File: src/sv/sawpl_pkg.sv
`default_nettype none
package sawpl_pkg;

    // peer table size and derived widths
    localparam int MAX_PEERS = 4;
    localparam int P_W       = (MAX_PEERS > 1) ? $clog2(MAX_PEERS) : 1;
    localparam int C_W       = $clog2(MAX_PEERS + 1);

    // operations
    localparam logic [1:0] OP_ADD  = 2'd0;
    localparam logic [1:0] OP_PKT  = 2'd1;
    localparam logic [1:0] OP_TICK = 2'd2;

    // packet types
    localparam logic PT_DATA = 1'b0;
    localparam logic PT_ACK  = 1'b1;

    // actions
    localparam logic [1:0] ACT_NONE   = 2'd0;
    localparam logic [1:0] ACT_NEW    = 2'd1;
    localparam logic [1:0] ACT_RESEND = 2'd2;
    localparam logic [1:0] ACT_RESP   = 2'd3;

    // status codes
    localparam logic [2:0] ST_OK       = 3'd0;
    localparam logic [2:0] ST_UNKNOWN  = 3'd1;
    localparam logic [2:0] ST_FULL     = 3'd2;
    localparam logic [2:0] ST_INVALID  = 3'd3;
    localparam logic [2:0] ST_WRONGDST = 3'd4;
    localparam logic [2:0] ST_MISMATCH = 3'd5;

    // sequence ids
    localparam logic [7:0] HANDSHAKE_ID = 8'd255;
    localparam logic [7:0] LAST_SEQ     = 8'd254;
    localparam logic [7:0] FIRST_SEQ    = 8'd1;
    localparam logic [7:0] HEADER_BYTES = 8'd6;

    // register indexes
    localparam logic [1:0] REG_OWN_ID  = 2'd0;
    localparam logic [1:0] REG_MAGIC   = 2'd1;
    localparam logic [1:0] REG_TIMEOUT = 2'd2;

    localparam logic [19:0] TIMEOUT_RST = 20'd20000;

    // divide-by-three on a 66-bit sum
    localparam int DIV_BITS = 66;

    typedef struct packed {
        logic [1:0]  op;
        logic [7:0]  peer_id;
        logic        pkt_type;
        logic [7:0]  seq_id;
        logic [15:0] magic_in;
        logic [7:0]  rx_len;
        logic [7:0]  dest_peer;
        logic [63:0] now_us;
        logic        has_pending;
    } t_in_item;

    typedef struct packed {
        logic [1:0]  action;
        logic        deliver;
        logic [7:0]  out_peer;
        logic [7:0]  out_id;
        logic        handshake_done;
        logic        is_linked;
        logic [63:0] ping_avg;
        logic [2:0]  status;
    } t_out_item;

    function automatic logic [7:0] next_seq(input logic [7:0] id);
        next_seq = (id == LAST_SEQ) ? FIRST_SEQ : id + 8'd1;
    endfunction

endpackage
`default_nettype wire

File: src/sv/stop_and_wait_peer_link_top.sv
// Channel   | Direction | Handshake               | Payload
// request   | in        | i_in_valid / o_in_stall | i_in_data  (t_in_item)
// result    | out       | o_out_valid/ i_out_stall| o_out_data (t_out_item)
// config    | in        | APB psel/penable/pwrite | pwdata / prdata
//
// One request at a time: accept, a search of up to MAX_PEERS table entries
// (none for op 3), execute, then the result is offered.
// An ack that blends the ping average adds six passes through the adder for
// the divide-by-three, then one write-back.
// Reset is synchronous, active low; the table is flops, no clearing pass.
// A stalled result holds; no new request is taken until it has gone.
`default_nettype none
module stop_and_wait_peer_link_top (
    input  wire                        i_clk,
    input  wire                        i_rst_n,
    input  wire                        i_in_valid,
    output logic                       o_in_stall,
    input  wire sawpl_pkg::t_in_item   i_in_data,
    output logic                       o_out_valid,
    input  wire                        i_out_stall,
    output sawpl_pkg::t_out_item       o_out_data,
    input  wire                        psel,
    input  wire                        penable,
    input  wire                        pwrite,
    input  wire  [3:0]                 paddr,
    input  wire  [31:0]                pwdata,
    output logic [31:0]                prdata,
    output logic                       pready
);

    localparam logic [2:0] S_IDLE = 3'd0;
    localparam logic [2:0] S_SRCH = 3'd1;
    localparam logic [2:0] S_EXEC = 3'd2;
    localparam logic [2:0] S_DIV  = 3'd3;
    localparam logic [2:0] S_WB   = 3'd4;
    localparam logic [2:0] S_OUT  = 3'd5;

    localparam int C_W_L = sawpl_pkg::C_W;
    localparam logic [1:0] REG_OWN_ID_L  = sawpl_pkg::REG_OWN_ID;
    localparam logic [1:0] REG_MAGIC_L   = sawpl_pkg::REG_MAGIC;
    localparam logic [1:0] REG_TIMEOUT_L = sawpl_pkg::REG_TIMEOUT;

    // last pass of the divide-by-three: remainder correction
    localparam logic [2:0] DV_LAST = 3'd5;

    logic [2:0]  r_state;
    logic [7:0]  r_own;
    logic [15:0] r_magic;
    logic [19:0] r_timeout;

    sawpl_pkg::t_in_item r_in;
    logic                         r_full;
    logic [C_W_L-1:0]             r_idx;
    logic                         r_found;
    logic [sawpl_pkg::P_W-1:0]    r_p;

    // peer table
    logic [7:0]  r_pid   [sawpl_pkg::MAX_PEERS];
    logic [sawpl_pkg::C_W-1:0] r_count;
    logic [sawpl_pkg::MAX_PEERS-1:0] r_linked;
    logic [7:0]  r_tx    [sawpl_pkg::MAX_PEERS];
    logic [7:0]  r_rx    [sawpl_pkg::MAX_PEERS];
    logic [63:0] r_last  [sawpl_pkg::MAX_PEERS];
    logic [63:0] r_first [sawpl_pkg::MAX_PEERS];
    logic [63:0] r_avg   [sawpl_pkg::MAX_PEERS];

    // result fields
    logic [1:0]  r_act;
    logic        r_dlv;
    logic [7:0]  r_oid;
    logic        r_hs;
    logic [2:0]  r_status;

    // divider: dividend, running quotient, pass counter
    logic [sawpl_pkg::DIV_BITS-1:0] r_sum;
    logic [sawpl_pkg::DIV_BITS-1:0] r_q;
    logic [2:0]  r_cnt;

    logic        accept;
    logic        cfg_wr;
    logic        hdr_bad;
    logic        dst_bad;
    logic        lk;
    logic [7:0]  tx_e;
    logic [7:0]  rx_e;
    logic [63:0] ping;
    logic [63:0] since_last;
    logic        n_lk;
    logic [7:0]  n_tx;
    logic [7:0]  n_rx;
    logic [63:0] n_last;
    logic [63:0] n_first;
    logic [63:0] n_avg;
    logic        n_div;
    logic [1:0]  n_act;
    logic        n_dlv;
    logic [7:0]  n_oid;
    logic        n_hs;
    logic [2:0]  n_status;
    logic [sawpl_pkg::DIV_BITS-1:0] dv_a;
    logic [sawpl_pkg::DIV_BITS-1:0] dv_b;
    logic [5:0]  dv_r;
    logic [9:0]  dv_m;

    assign accept      = i_in_valid && !o_in_stall;
    assign o_in_stall  = (r_state != S_IDLE);
    assign o_out_valid = (r_state == S_OUT);
    assign pready      = 1'b1;
    assign cfg_wr      = psel && penable && pwrite;

    // register read
    always_comb begin
        case (paddr[3:2])
            REG_OWN_ID_L:  prdata = {24'd0, r_own};
            REG_MAGIC_L:   prdata = {16'd0, r_magic};
            REG_TIMEOUT_L: prdata = {12'd0, r_timeout};
            default:       prdata = 32'd0;
        endcase
    end

    // request decode against the selected entry
    always_comb begin
        lk         = r_linked[r_p];
        tx_e       = lk ? r_tx[r_p] : sawpl_pkg::FIRST_SEQ;
        rx_e       = lk ? r_rx[r_p] : sawpl_pkg::FIRST_SEQ;
        hdr_bad    = (r_in.rx_len < sawpl_pkg::HEADER_BYTES) || (r_in.magic_in != r_magic);
        dst_bad    = (r_in.dest_peer != r_own);
        ping       = r_in.now_us - r_first[r_p];
        since_last = r_in.now_us - r_last[r_p];
        n_lk       = lk;
        n_tx       = r_tx[r_p];
        n_rx       = r_rx[r_p];
        n_last     = r_last[r_p];
        n_first    = r_first[r_p];
        n_avg      = r_avg[r_p];
        n_div      = 1'b0;
        n_act      = sawpl_pkg::ACT_NONE;
        n_dlv      = 1'b0;
        n_oid      = 8'd0;
        n_hs       = 1'b0;
        n_status   = sawpl_pkg::ST_OK;
        case (r_in.op)
            sawpl_pkg::OP_ADD: begin
                n_status = r_full ? sawpl_pkg::ST_FULL : sawpl_pkg::ST_OK;
            end
            sawpl_pkg::OP_PKT: begin
                if (hdr_bad) begin
                    n_status = sawpl_pkg::ST_INVALID;
                end else if (dst_bad) begin
                    n_status = sawpl_pkg::ST_WRONGDST;
                end else if (!r_found) begin
                    n_status = sawpl_pkg::ST_UNKNOWN;
                end else begin
                    // any valid packet links the peer
                    n_lk = 1'b1;
                    n_tx = tx_e;
                    n_rx = rx_e;
                    if (r_in.seq_id == sawpl_pkg::HANDSHAKE_ID) begin
                        if (r_in.pkt_type == sawpl_pkg::PT_DATA) begin
                            n_act = sawpl_pkg::ACT_RESP;
                            n_oid = sawpl_pkg::HANDSHAKE_ID;
                        end else begin
                            n_hs = 1'b1;
                        end
                    end else if (r_in.pkt_type == sawpl_pkg::PT_DATA) begin
                        n_act = sawpl_pkg::ACT_RESP;
                        n_oid = r_in.seq_id;
                        if (rx_e == sawpl_pkg::FIRST_SEQ
                            || r_in.seq_id == sawpl_pkg::FIRST_SEQ
                            || sawpl_pkg::next_seq(rx_e) == r_in.seq_id) begin
                            n_rx  = r_in.seq_id;
                            n_dlv = 1'b1;
                        end else begin
                            n_status = sawpl_pkg::ST_MISMATCH;
                        end
                    end else if (tx_e == r_in.seq_id) begin
                        // matching ack: average, advance, maybe start new data
                        if (r_avg[r_p] == 64'd0) begin
                            n_avg = ping;
                        end else begin
                            n_div = 1'b1;
                        end
                        n_tx   = sawpl_pkg::next_seq(tx_e);
                        n_last = 64'd0;
                        if (r_in.has_pending) begin
                            n_first = r_in.now_us;
                            n_last  = r_in.now_us;
                            n_act   = sawpl_pkg::ACT_NEW;
                            n_oid   = sawpl_pkg::next_seq(tx_e);
                        end
                    end else begin
                        n_status = sawpl_pkg::ST_MISMATCH;
                    end
                end
            end
            sawpl_pkg::OP_TICK: begin
                if (!r_found) begin
                    n_status = sawpl_pkg::ST_UNKNOWN;
                end else if (lk) begin
                    if (r_last[r_p] != 64'd0) begin
                        if (since_last > {44'd0, r_timeout}) begin
                            n_last = r_in.now_us;
                            n_act  = sawpl_pkg::ACT_RESEND;
                            n_oid  = r_tx[r_p];
                        end
                    end else if (r_in.has_pending) begin
                        n_first = r_in.now_us;
                        n_last  = r_in.now_us;
                        n_act   = sawpl_pkg::ACT_NEW;
                        n_oid   = r_tx[r_p];
                    end
                end
            end
            default: begin
                n_status = sawpl_pkg::ST_INVALID;
            end
        endcase
    end

    // divide-by-three operands: shift-add reciprocal, then remainder fix-up
    // the estimate never exceeds the quotient and the remainder stays below 32,
    // so floor(11*r/32) gives the missing quotient part
    always_comb begin
        dv_r = r_sum[5:0] - (r_q[5:0] + {r_q[4:0], 1'b0});
        dv_m = {1'b0, dv_r, 3'b000} + {3'b000, dv_r, 1'b0} + {4'b0000, dv_r};
        dv_a = r_q;
        dv_b = {{(sawpl_pkg::DIV_BITS-5){1'b0}}, dv_m[9:5]};
        case (r_cnt)
            3'd0: begin
                dv_a = {2'b00, r_sum[sawpl_pkg::DIV_BITS-1:2]};
                dv_b = {4'b0000, r_sum[sawpl_pkg::DIV_BITS-1:4]};
            end
            3'd1: dv_b = {4'b0000, r_q[sawpl_pkg::DIV_BITS-1:4]};
            3'd2: dv_b = {8'd0, r_q[sawpl_pkg::DIV_BITS-1:8]};
            3'd3: dv_b = {16'd0, r_q[sawpl_pkg::DIV_BITS-1:16]};
            3'd4: dv_b = {32'd0, r_q[sawpl_pkg::DIV_BITS-1:32]};
            default: ;
        endcase
    end

    // configuration registers
    always_ff @(posedge i_clk) begin
        if (!i_rst_n) begin
            r_own     <= 8'd0;
            r_magic   <= 16'd0;
            r_timeout <= sawpl_pkg::TIMEOUT_RST;
        end else if (cfg_wr) begin
            case (paddr[3:2])
                REG_OWN_ID_L:  r_own     <= pwdata[7:0];
                REG_MAGIC_L:   r_magic   <= pwdata[15:0];
                REG_TIMEOUT_L: r_timeout <= pwdata[19:0];
                default:       ;
            endcase
        end
    end

    // sequencer and control
    always_ff @(posedge i_clk) begin
        if (!i_rst_n) begin
            r_state  <= S_IDLE;
            r_count  <= '0;
            r_linked <= '0;
            r_found  <= 1'b0;
        end else begin
            case (r_state)
                S_IDLE: begin
                    if (accept) begin
                        r_found <= 1'b0;
                        if (i_in_data.op == sawpl_pkg::OP_ADD
                            && r_count != sawpl_pkg::C_W'(sawpl_pkg::MAX_PEERS)) begin
                            r_count <= r_count + 1'b1;
                        end
                        if (i_in_data.op == sawpl_pkg::OP_ADD
                            || i_in_data.op == sawpl_pkg::OP_PKT
                            || i_in_data.op == sawpl_pkg::OP_TICK) begin
                            r_state <= S_SRCH;
                        end else begin
                            r_state <= S_EXEC;
                        end
                    end
                end
                S_SRCH: begin
                    if (r_idx >= r_count) begin
                        r_state <= S_EXEC;
                    end else if (r_pid[r_idx[sawpl_pkg::P_W-1:0]] == r_in.peer_id) begin
                        r_found <= 1'b1;
                        r_state <= S_EXEC;
                    end
                end
                S_EXEC: begin
                    if (r_found) begin
                        r_linked[r_p] <= n_lk;
                    end
                    // a rejected header reports no peer
                    if (r_in.op == sawpl_pkg::OP_PKT && (hdr_bad || dst_bad)) begin
                        r_found <= 1'b0;
                    end
                    r_state <= n_div ? S_DIV : S_OUT;
                end
                S_DIV: begin
                    if (r_cnt == DV_LAST) begin
                        r_state <= S_WB;
                    end
                end
                S_WB: begin
                    r_state <= S_OUT;
                end
                S_OUT: begin
                    if (!i_out_stall) begin
                        r_state <= S_IDLE;
                    end
                end
                default: begin
                    r_state <= S_IDLE;
                end
            endcase
        end
    end

    // payload: request copy, search index, table entries, divider
    always_ff @(posedge i_clk) begin
        if (!i_rst_n) begin
            r_p <= '0;
            for (int i = 0; i < sawpl_pkg::MAX_PEERS; i++) begin
                r_tx[i]    <= 8'd0;
                r_rx[i]    <= 8'd0;
                r_last[i]  <= 64'd0;
                r_first[i] <= 64'd0;
                r_avg[i]   <= 64'd0;
            end
        end else begin
            case (r_state)
                S_IDLE: begin
                    if (accept) begin
                        r_in   <= i_in_data;
                        r_idx  <= '0;
                        r_full <= (r_count == sawpl_pkg::C_W'(sawpl_pkg::MAX_PEERS));
                        if (i_in_data.op == sawpl_pkg::OP_ADD
                            && r_count != sawpl_pkg::C_W'(sawpl_pkg::MAX_PEERS)) begin
                            r_pid[r_count[sawpl_pkg::P_W-1:0]] <= i_in_data.peer_id;
                        end
                    end
                end
                S_SRCH: begin
                    r_p   <= r_idx[sawpl_pkg::P_W-1:0];
                    r_idx <= r_idx + 1'b1;
                end
                S_EXEC: begin
                    r_act    <= n_act;
                    r_dlv    <= n_dlv;
                    r_oid    <= n_oid;
                    r_hs     <= n_hs;
                    r_status <= n_status;
                    if (r_found) begin
                        r_tx[r_p]    <= n_tx;
                        r_rx[r_p]    <= n_rx;
                        r_last[r_p]  <= n_last;
                        r_first[r_p] <= n_first;
                        r_avg[r_p]   <= n_avg;
                    end
                    r_sum <= {1'b0, r_avg[r_p], 1'b0} + {2'b00, ping};
                    r_cnt <= 3'd0;
                end
                S_DIV: begin
                    r_q   <= dv_a + dv_b;
                    r_cnt <= r_cnt + 3'd1;
                end
                S_WB: begin
                    r_avg[r_p] <= r_q[63:0];
                end
                default: ;
            endcase
        end
    end

    // result assembly; everything here is held while stalled
    always_comb begin
        o_out_data.action         = r_act;
        o_out_data.deliver        = r_dlv;
        o_out_data.out_peer       = r_in.peer_id;
        o_out_data.out_id         = r_oid;
        o_out_data.handshake_done = r_hs;
        o_out_data.is_linked      = r_found && r_linked[r_p];
        o_out_data.ping_avg       = r_found ? r_avg[r_p] : 64'd0;
        o_out_data.status         = r_status;
    end

`ifndef SYNTH
    a_no_accept_with_result: assert property (@(posedge i_clk) disable iff (!i_rst_n)
        o_out_valid |-> o_in_stall)
        else $error("request taken while a result is pending");
    a_result_not_immediate: assert property (@(posedge i_clk) disable iff (!i_rst_n)
        accept |=> !o_out_valid)
        else $error("result offered in the cycle after accept");
    a_count_bound: assert property (@(posedge i_clk) disable iff (!i_rst_n)
        r_count <= sawpl_pkg::C_W'(sawpl_pkg::MAX_PEERS))
        else $error("peer count beyond table size");
`endif

endmodule
`default_nettype wire

File: config.mk
export PLATFORM = sky130hd
export DESIGN_NAME = stop_and_wait_peer_link_top
export DESIGN_NICKNAME = d
export VERILOG_FILES = /design/src/sv/sawpl_pkg.sv /design/src/sv/stop_and_wait_peer_link_top.sv
export SDC_FILE = /design/constraint.sdc
export NUM_CORES = 2
export LEC_CHECK = 0
export BUFFER_PORTS_ARGS = -buffer_cell sky130_fd_sc_hd__buf_2
export CAP_MARGIN = 20
export CORE_MARGIN = 2
export CORE_UTILIZATION = 50
export CTS_CLUSTER_SIZE = 8
export DETAILED_ROUTE_END_ITERATION = 10
export PLACE_DENSITY = 0.67
export SYNTH_ARGS = -nofsm -noshare
export SYNTH_HDL_FRONTEND = slang
export SYNTH_SLANG_ARGS = --single-unit
File: constraint.sdc
create_clock -name i_clk -period 17.95 [get_ports i_clk]
set_input_delay 0.8975 -clock i_clk [delete_from_list [all_inputs] [get_ports i_clk]]
set_output_delay 0.8975 -clock i_clk [all_outputs]
set_load 0.05 [all_outputs]
### Word-level counts from Yosys, hierarchy flattened

Memory sizes are Yosys's and may differ from the RTL's. A register that Yosys moved wholly into a read port is not among the register bits.
Cells that the tools add are included.

| word-level totals | value |
|---|---|
| bits in writable memories | 864 |
| latch bits | 0 |
| bits in registers | 327 |
| word-level logic and storage cells | 300 |
| bits in read-only memories | 0 |
| memories kept | 6 |

| cells by class | value |
|---|---|
| $mul | 0 |
| order comparisons | 5 |
| muxes and demuxes | 166 |
| shift-type cells | 0 |
| reductions and logical operators | 44 |
| divide/modulo/power cells | 0 |
| add/sub/neg operators | 13 |
| equal/unequal tests | 35 |
| bitwise gates (word level) | 4 |

Memories:

| memory | depth | width | rd ports | clocked after Yosys merged registers in | wr ports | line | RTL |
|---|---|---|---|---|---|---|---|
| r_avg | 4 | 64 | 1 | 1 | 4 | stop_and_wait_peer_link_top.sv:65 | `logic [63:0] r_avg [sawpl_pkg::MAX_PEERS];` |
| r_first | 4 | 64 | 1 | 1 | 4 | stop_and_wait_peer_link_top.sv:64 | `logic [63:0] r_first [sawpl_pkg::MAX_PEERS];` |
| r_last | 4 | 64 | 1 | 1 | 4 | stop_and_wait_peer_link_top.sv:63 | `logic [63:0] r_last [sawpl_pkg::MAX_PEERS];` |
| r_pid | 4 | 8 | 1 | 1 | 1 | stop_and_wait_peer_link_top.sv:58 | `logic [7:0] r_pid [sawpl_pkg::MAX_PEERS];` |
| r_rx | 4 | 8 | 1 | 1 | 4 | stop_and_wait_peer_link_top.sv:62 | `logic [7:0] r_rx [sawpl_pkg::MAX_PEERS];` |
| r_tx | 4 | 8 | 1 | 1 | 4 | stop_and_wait_peer_link_top.sv:61 | `logic [7:0] r_tx [sawpl_pkg::MAX_PEERS];` |

Operators with widths:

| cell | count |
|---|---|
| two-way mux 64 bit | 35 |
| case mux 62 bit (5 select lines) | 1 |
| two-way mux 8 bit | 33 |
| case mux 64 bit (2 select lines) | 2 |
| OR reduction 64 bit | 3 |
| subtractor 64 bit | 2 |
| adder 65 x 64 -> 66 bit | 1 |
| adder 66 bit | 1 |
| two-way mux 66 bit | 1 |
| > comparator 64 x 20 -> 1 bit | 1 |
| zero test 64 bit | 1 |
| nonzero test 64 bit | 1 |
| case mux 20 bit (3 select lines) | 1 |
| two-way mux 2 bit | 28 |
| two-way mux 3 bit | 14 |
| two-way mux 1 bit | 41 |
| equality test 8 bit | 3 |
| equality test 8 bit (second input constant) | 3 |
| case mux 3 bit (6 select lines) | 1 |
| adder 8 x 1 -> 8 bit (second input constant) | 2 |
| equality test 8 x 1 -> 1 bit (second input constant) | 2 |
| inequality test 16 bit | 1 |
| case mux 8 bit (2 select lines) | 1 |
| OR reduction 8 bit | 2 |
| other kinds (39) | 86 |

### Depth between registers and ports, before layout

| depth | value |
|---|---|
| depth after elaboration | 15 |
| depth in mapped cells | 35 |
| depth with buffers taken out | 31 |

### Worst setup path after synthesis

No wires, ideal clock.

| timing path | value |
|---|---|
| path kind | register -> register |
| start | register r_state[2] |
| end | register r_linked[3] (netlist bit) |
| arrival | 11843 ps |
| slack | 5521 ps |
| data required time | 17364 ps |
| buffers on the path | 1 |
| cell stages (with the launch flop) | 6 |
| cell sequence | dfxtp_1 -> clkbuf_1 -> nor2b_1 -> nand3b_1 -> o21ai_0 -> o32ai_1 |

| between the ends | value |
|---|---|
| longest elaborated chain between the ends | 2 |

Ends and longest elaborated chain:

| item | line | RTL |
|---|---|---|
| start, declared | stop_and_wait_peer_link_top.sv:46 | `logic [2:0] r_state;` |
| start signal, assigned | stop_and_wait_peer_link_top.sv:298 | `r_state <= n_div ? S_DIV : S_OUT;` |
| equality test 3 x 2 -> 1 bit | stop_and_wait_peer_link_top.sv:265 | `case (r_state)` |
| AND reduction 2 bit (no line) | - |  |
| end signal, assigned by index | stop_and_wait_peer_link_top.sv:292 | `r_linked[r_p] <= n_lk;` |
| end, declared | stop_and_wait_peer_link_top.sv:60 | `logic [sawpl_pkg::MAX_PEERS-1:0] r_linked;` |

No other way between the ends.
A chain may end at the register's enable or synchronous reset.

==> out/metrics.yaml <==
run_status:
  status: "finished, final reports clean"
sta:
  worst_slack_ns: 7.95
  hold_viol: 0
  fin_crit_ns: 10.00
  setup_tns_ns: 0
  setup_viol: 0
  slew_viol_final: 0
  slew_headroom: 0.249
  fin_hold_ws_ns: 0.226
  tightestPinTransition_ns: 1.12
  layout_worst_path_cycle_share: 0.557
  grt_setup_unrepaired: "no"
  fin_skew_ns: 0.0716
  fmax_mhz: 100
clocking:
  clk_pin_slew_ns: 0.06
  ctsHoldBuffers: 0
  ctsResizeCount: 0
  clock_sinks: 1194
  cts_buffers: 169
  cts_root_buf: "clkbuf_16"
  cts_tree: "built"
  worstSkewPairLatency_ns: 0.84
  htreeDepth: 4
  clockBufferDepth: 3
  cts_setup_buffers: 0
synthesis:
  synth_edf_count: 1133
  synth_area_leaders: "edfxtp_1 (45%), mux4_2 (6.4%), ha_1 (5.1%), nand2_1 (4.5%), a21oi_1 (4.3%)"
  netlist_area_um2: 76000
  netlist.area_leader.share: 0.448
  postSynthAreaPerCell_um2: 10.1
  synth-async-reset-ratio: 0
  seq_area_frac_synth: 0.464
  ys.flop_type: "edfxtp_1"
  ys_types: 109
  netlist_instances: 7513
  yosys_warnings: 0
  synth_top_area_cell: "edfxtp_1"
  ys_ff_latch: 1194
power:
  power.density_nw_per_um2: 131
  ir_worst_vdd_mv: 0.0800
  leakagePower_uw: 0.0318
place:
  gp_congestion: 0.974
  dp.cells: 9425
  place_area_um2: 78900
  post-place-ws_ns: 8.00
  port-buffer-count: 253
  place_hpwl_mm: 172
die:
  io_pins: 282
  start_util: 0.502
  rows: 143
  dieArea_um2: 155000
  fp.dieW_um: 394
  fp.dieH_um: 394
  coreArea_um2: 151000
worst_hold_path:
  hold_path.class: "primary input to flip-flop"
final_layout:
  fin_cells: 9658
  finalNetCount: 8044
  area_growth_syn_to_layout_pct: 10.1
  drive_above_1_share: 0.118
  fin_area_um2: 83700
drt:
  via_per_inst: 6.52
  drtPass1Iterations: 7
  routed_wl_mm: 251
  drtAntennaViolNets: 0
  wl_per_cell_um: 26.0
  initialDrtViolationCount: 7364
  vias: 63000
  drc: 0
global_route:
  grt_max_degree: 136
  first_global_vias: 60600
  grt_overflow_total: 0
  grt_antenna_before_repair: 4
  grt_first_pass_wirelength_mm: 374
  grt_use_total: 0.315
critical_path:
  crit_type: "flip-flop to flip-flop"
  startpoint_type: "flip-flop"
  crit_end: "r_oid[2]$_SDFFCE_PP0P_"
  cp_max_fo: 83
  r2r-end: "r_oid[2]$_SDFFCE_PP0P_"
  r2r_cells: 27
  required_ns: 18.49
  r2r_slack_ns: 7.95
  cp-end-kind: "flip-flop"
  cp_data_arrival_time_ns: 10.54
job:
  cap_violations: 0
[synthesized netlist by cell type, types with 22 or more instances]
cell type / n
dfxtp_1: 61
nor3_1: 128
ha_1: 308
buf_2: 55
inv_1: 376
edfxtp_1: 1133
nor4_1: 107
o22ai_1: 83
nand2_1: 917
a22o_1: 33
nand2b_1: 47
a211o_1: 26
nor2_1: 677
a31oi_1: 46
a21oi_1: 646
nand3_1: 99
o311ai_0: 22
buf_4: 37
buf_1: 28
xor2_1: 111
and2_1: 143
a221oi_1: 41
a311o_1: 28
o21ai_1: 71
nor2b_1: 109
o21a_1: 32
o21bai_1: 38
mux2i_1: 69
o21ai_0: 305
a211oi_1: 48
and3_1: 57
a22oi_1: 130
mux4_2: 217
clkbuf_1: 353
o211ai_1: 39
nand4_1: 132
xnor2_1: 156
o2bb2ai_1: 28
a21o_1: 182
[state kept, by name, summed over array words and instances, names as in the netlist, 2 cells and up, named ones only]
name	flops
o_out_data	8
r_act	2
r_avg	256
r_cnt	3
r_count	3
r_first	256
r_idx	3
r_in	107
r_last	256
r_linked	4
r_magic	16
r_oid	8
r_own	8
r_p	2
r_pid	32
r_q	66
r_rx	32
r_state	3
r_status	3
r_sum	66
r_timeout	20
r_tx	32
[kinds of logic after synthesis]
kind of cell               share of synthesized area
buffers and inverters                         0.0469
adders and majority gates                     0.0536
DFF                                            0.464
other                                      0.0000988
xor gates and xnor gates                      0.0308
AOI/OAI and AO/OA                              0.174
and+or+nand+nor                                0.155
muxes                                         0.0758
[where the power goes]
group	internal, uW	switching, uW
combinational	1610	2860
sequential	3350	163
clock	1710	1250
total	6680	4270
[worst min path at each step]
| stage | from | to | slack (ns) | cells after the start |
|---|---|---|---|---|
| CTS | i_in_data[8] | r_in[8]$_DFFE_PP_ | 0.19 | 1 |
| global route | i_in_data[77] | r_in[77]$_DFFE_PP_ | 0.21 | 1 |
| finish | i_in_data[12] | r_in[12]$_DFFE_PP_ | 0.23 | 1 |
| floorplan | r_timeout[16]$_SDFFE_PN0P_ | r_timeout[16]$_SDFFE_PN0P_ | 0.44 | 2 |
| detailed placement | r_timeout[19]$_SDFFE_PN0P_ | r_timeout[19]$_SDFFE_PN0P_ | 0.47 | 2 |
| global placement | r_timeout[19]$_SDFFE_PN0P_ | r_timeout[19]$_SDFFE_PN0P_ | 0.46 | 2 |
[critical path, stage by stage, from the launching register on]
cell and delay, ns:
dfxtp_4 0.69, buf_4 0.77, buf_12 0.66, mux2i_1 0.66, inv_1 0.25, ha_1 0.42, nand2_1 0.10, o21ai_0 0.54
nor2_1 0.17, o211ai_1 0.23, a21oi_1 0.12, or3_1 0.32, o211ai_1 0.12, xnor2_1 0.12, ha_1 0.29, nand4_1 0.17
or4_1 0.62, o21ai_0 0.41, o21ai_0 0.16, nor4_1 0.47, nand4_1 0.16, nor4_1 0.40, nand4b_1 0.15, and4b_1 0.26
nand4_1 0.09, buf_4 0.38, o211ai_2 0.64, o22ai_1 0.21
[layout make-up]
cell class	instances	area (um^2)
fillers	13200	67700
multi-input cells	5465	37500
flip-flops and latches	1194	35300
clock buffers	210	4380
well taps	2030	2540
repair buffers	359	2120
inverters	377	1420
clock inverters	21	420
diodes	2	5.00
[per-stage QoR]
stage          power, uW  utilization
2_1_floorplan       6730            -
3_3_place_gp        7880        0.521
3_5_place_dp        7930        0.521
4_1_cts            10900        0.553
5_1_grt            11500        0.553
6_report           11000        0.553
[per-layer routing]
metal  wire, um  GRT usage  up-vias
li1           -          -    28200
met1      97300      0.415    30500
met2     115000      0.500     3605
met3      25900     0.0595      699
met4      13200      0.156        2
met5          8          0        -
[layout by cell type (no fill, tap or decap), drive strengths merged, types with 32 or more instances in the layout]
cell type	synthesis	final
edfxtp	1133	1133
nand2	917	917
nor2	679	679
a21oi	648	648
inv	376	381
o21ai	380	380
buf	133	359
ha	308	308
mux4	217	217
clkbuf	355	210
a21o	182	182
xnor2	156	156
and2	144	144
nand4	132	132
a22oi	131	131
nor3	129	129
xor2	111	111
nor4	110	110
nor2b	109	109
nand3	99	99
o22ai	83	83
mux2i	69	69
dfxtp	61	61
and3	57	57
a211oi	51	51
a31oi	47	47
nand2b	47	47
a221oi	41	41
o211ai	41	41
o21bai	38	38
o311ai	36	36
a22o	33	33
o21a	32	32
Power figures use the tool's default switching activity.
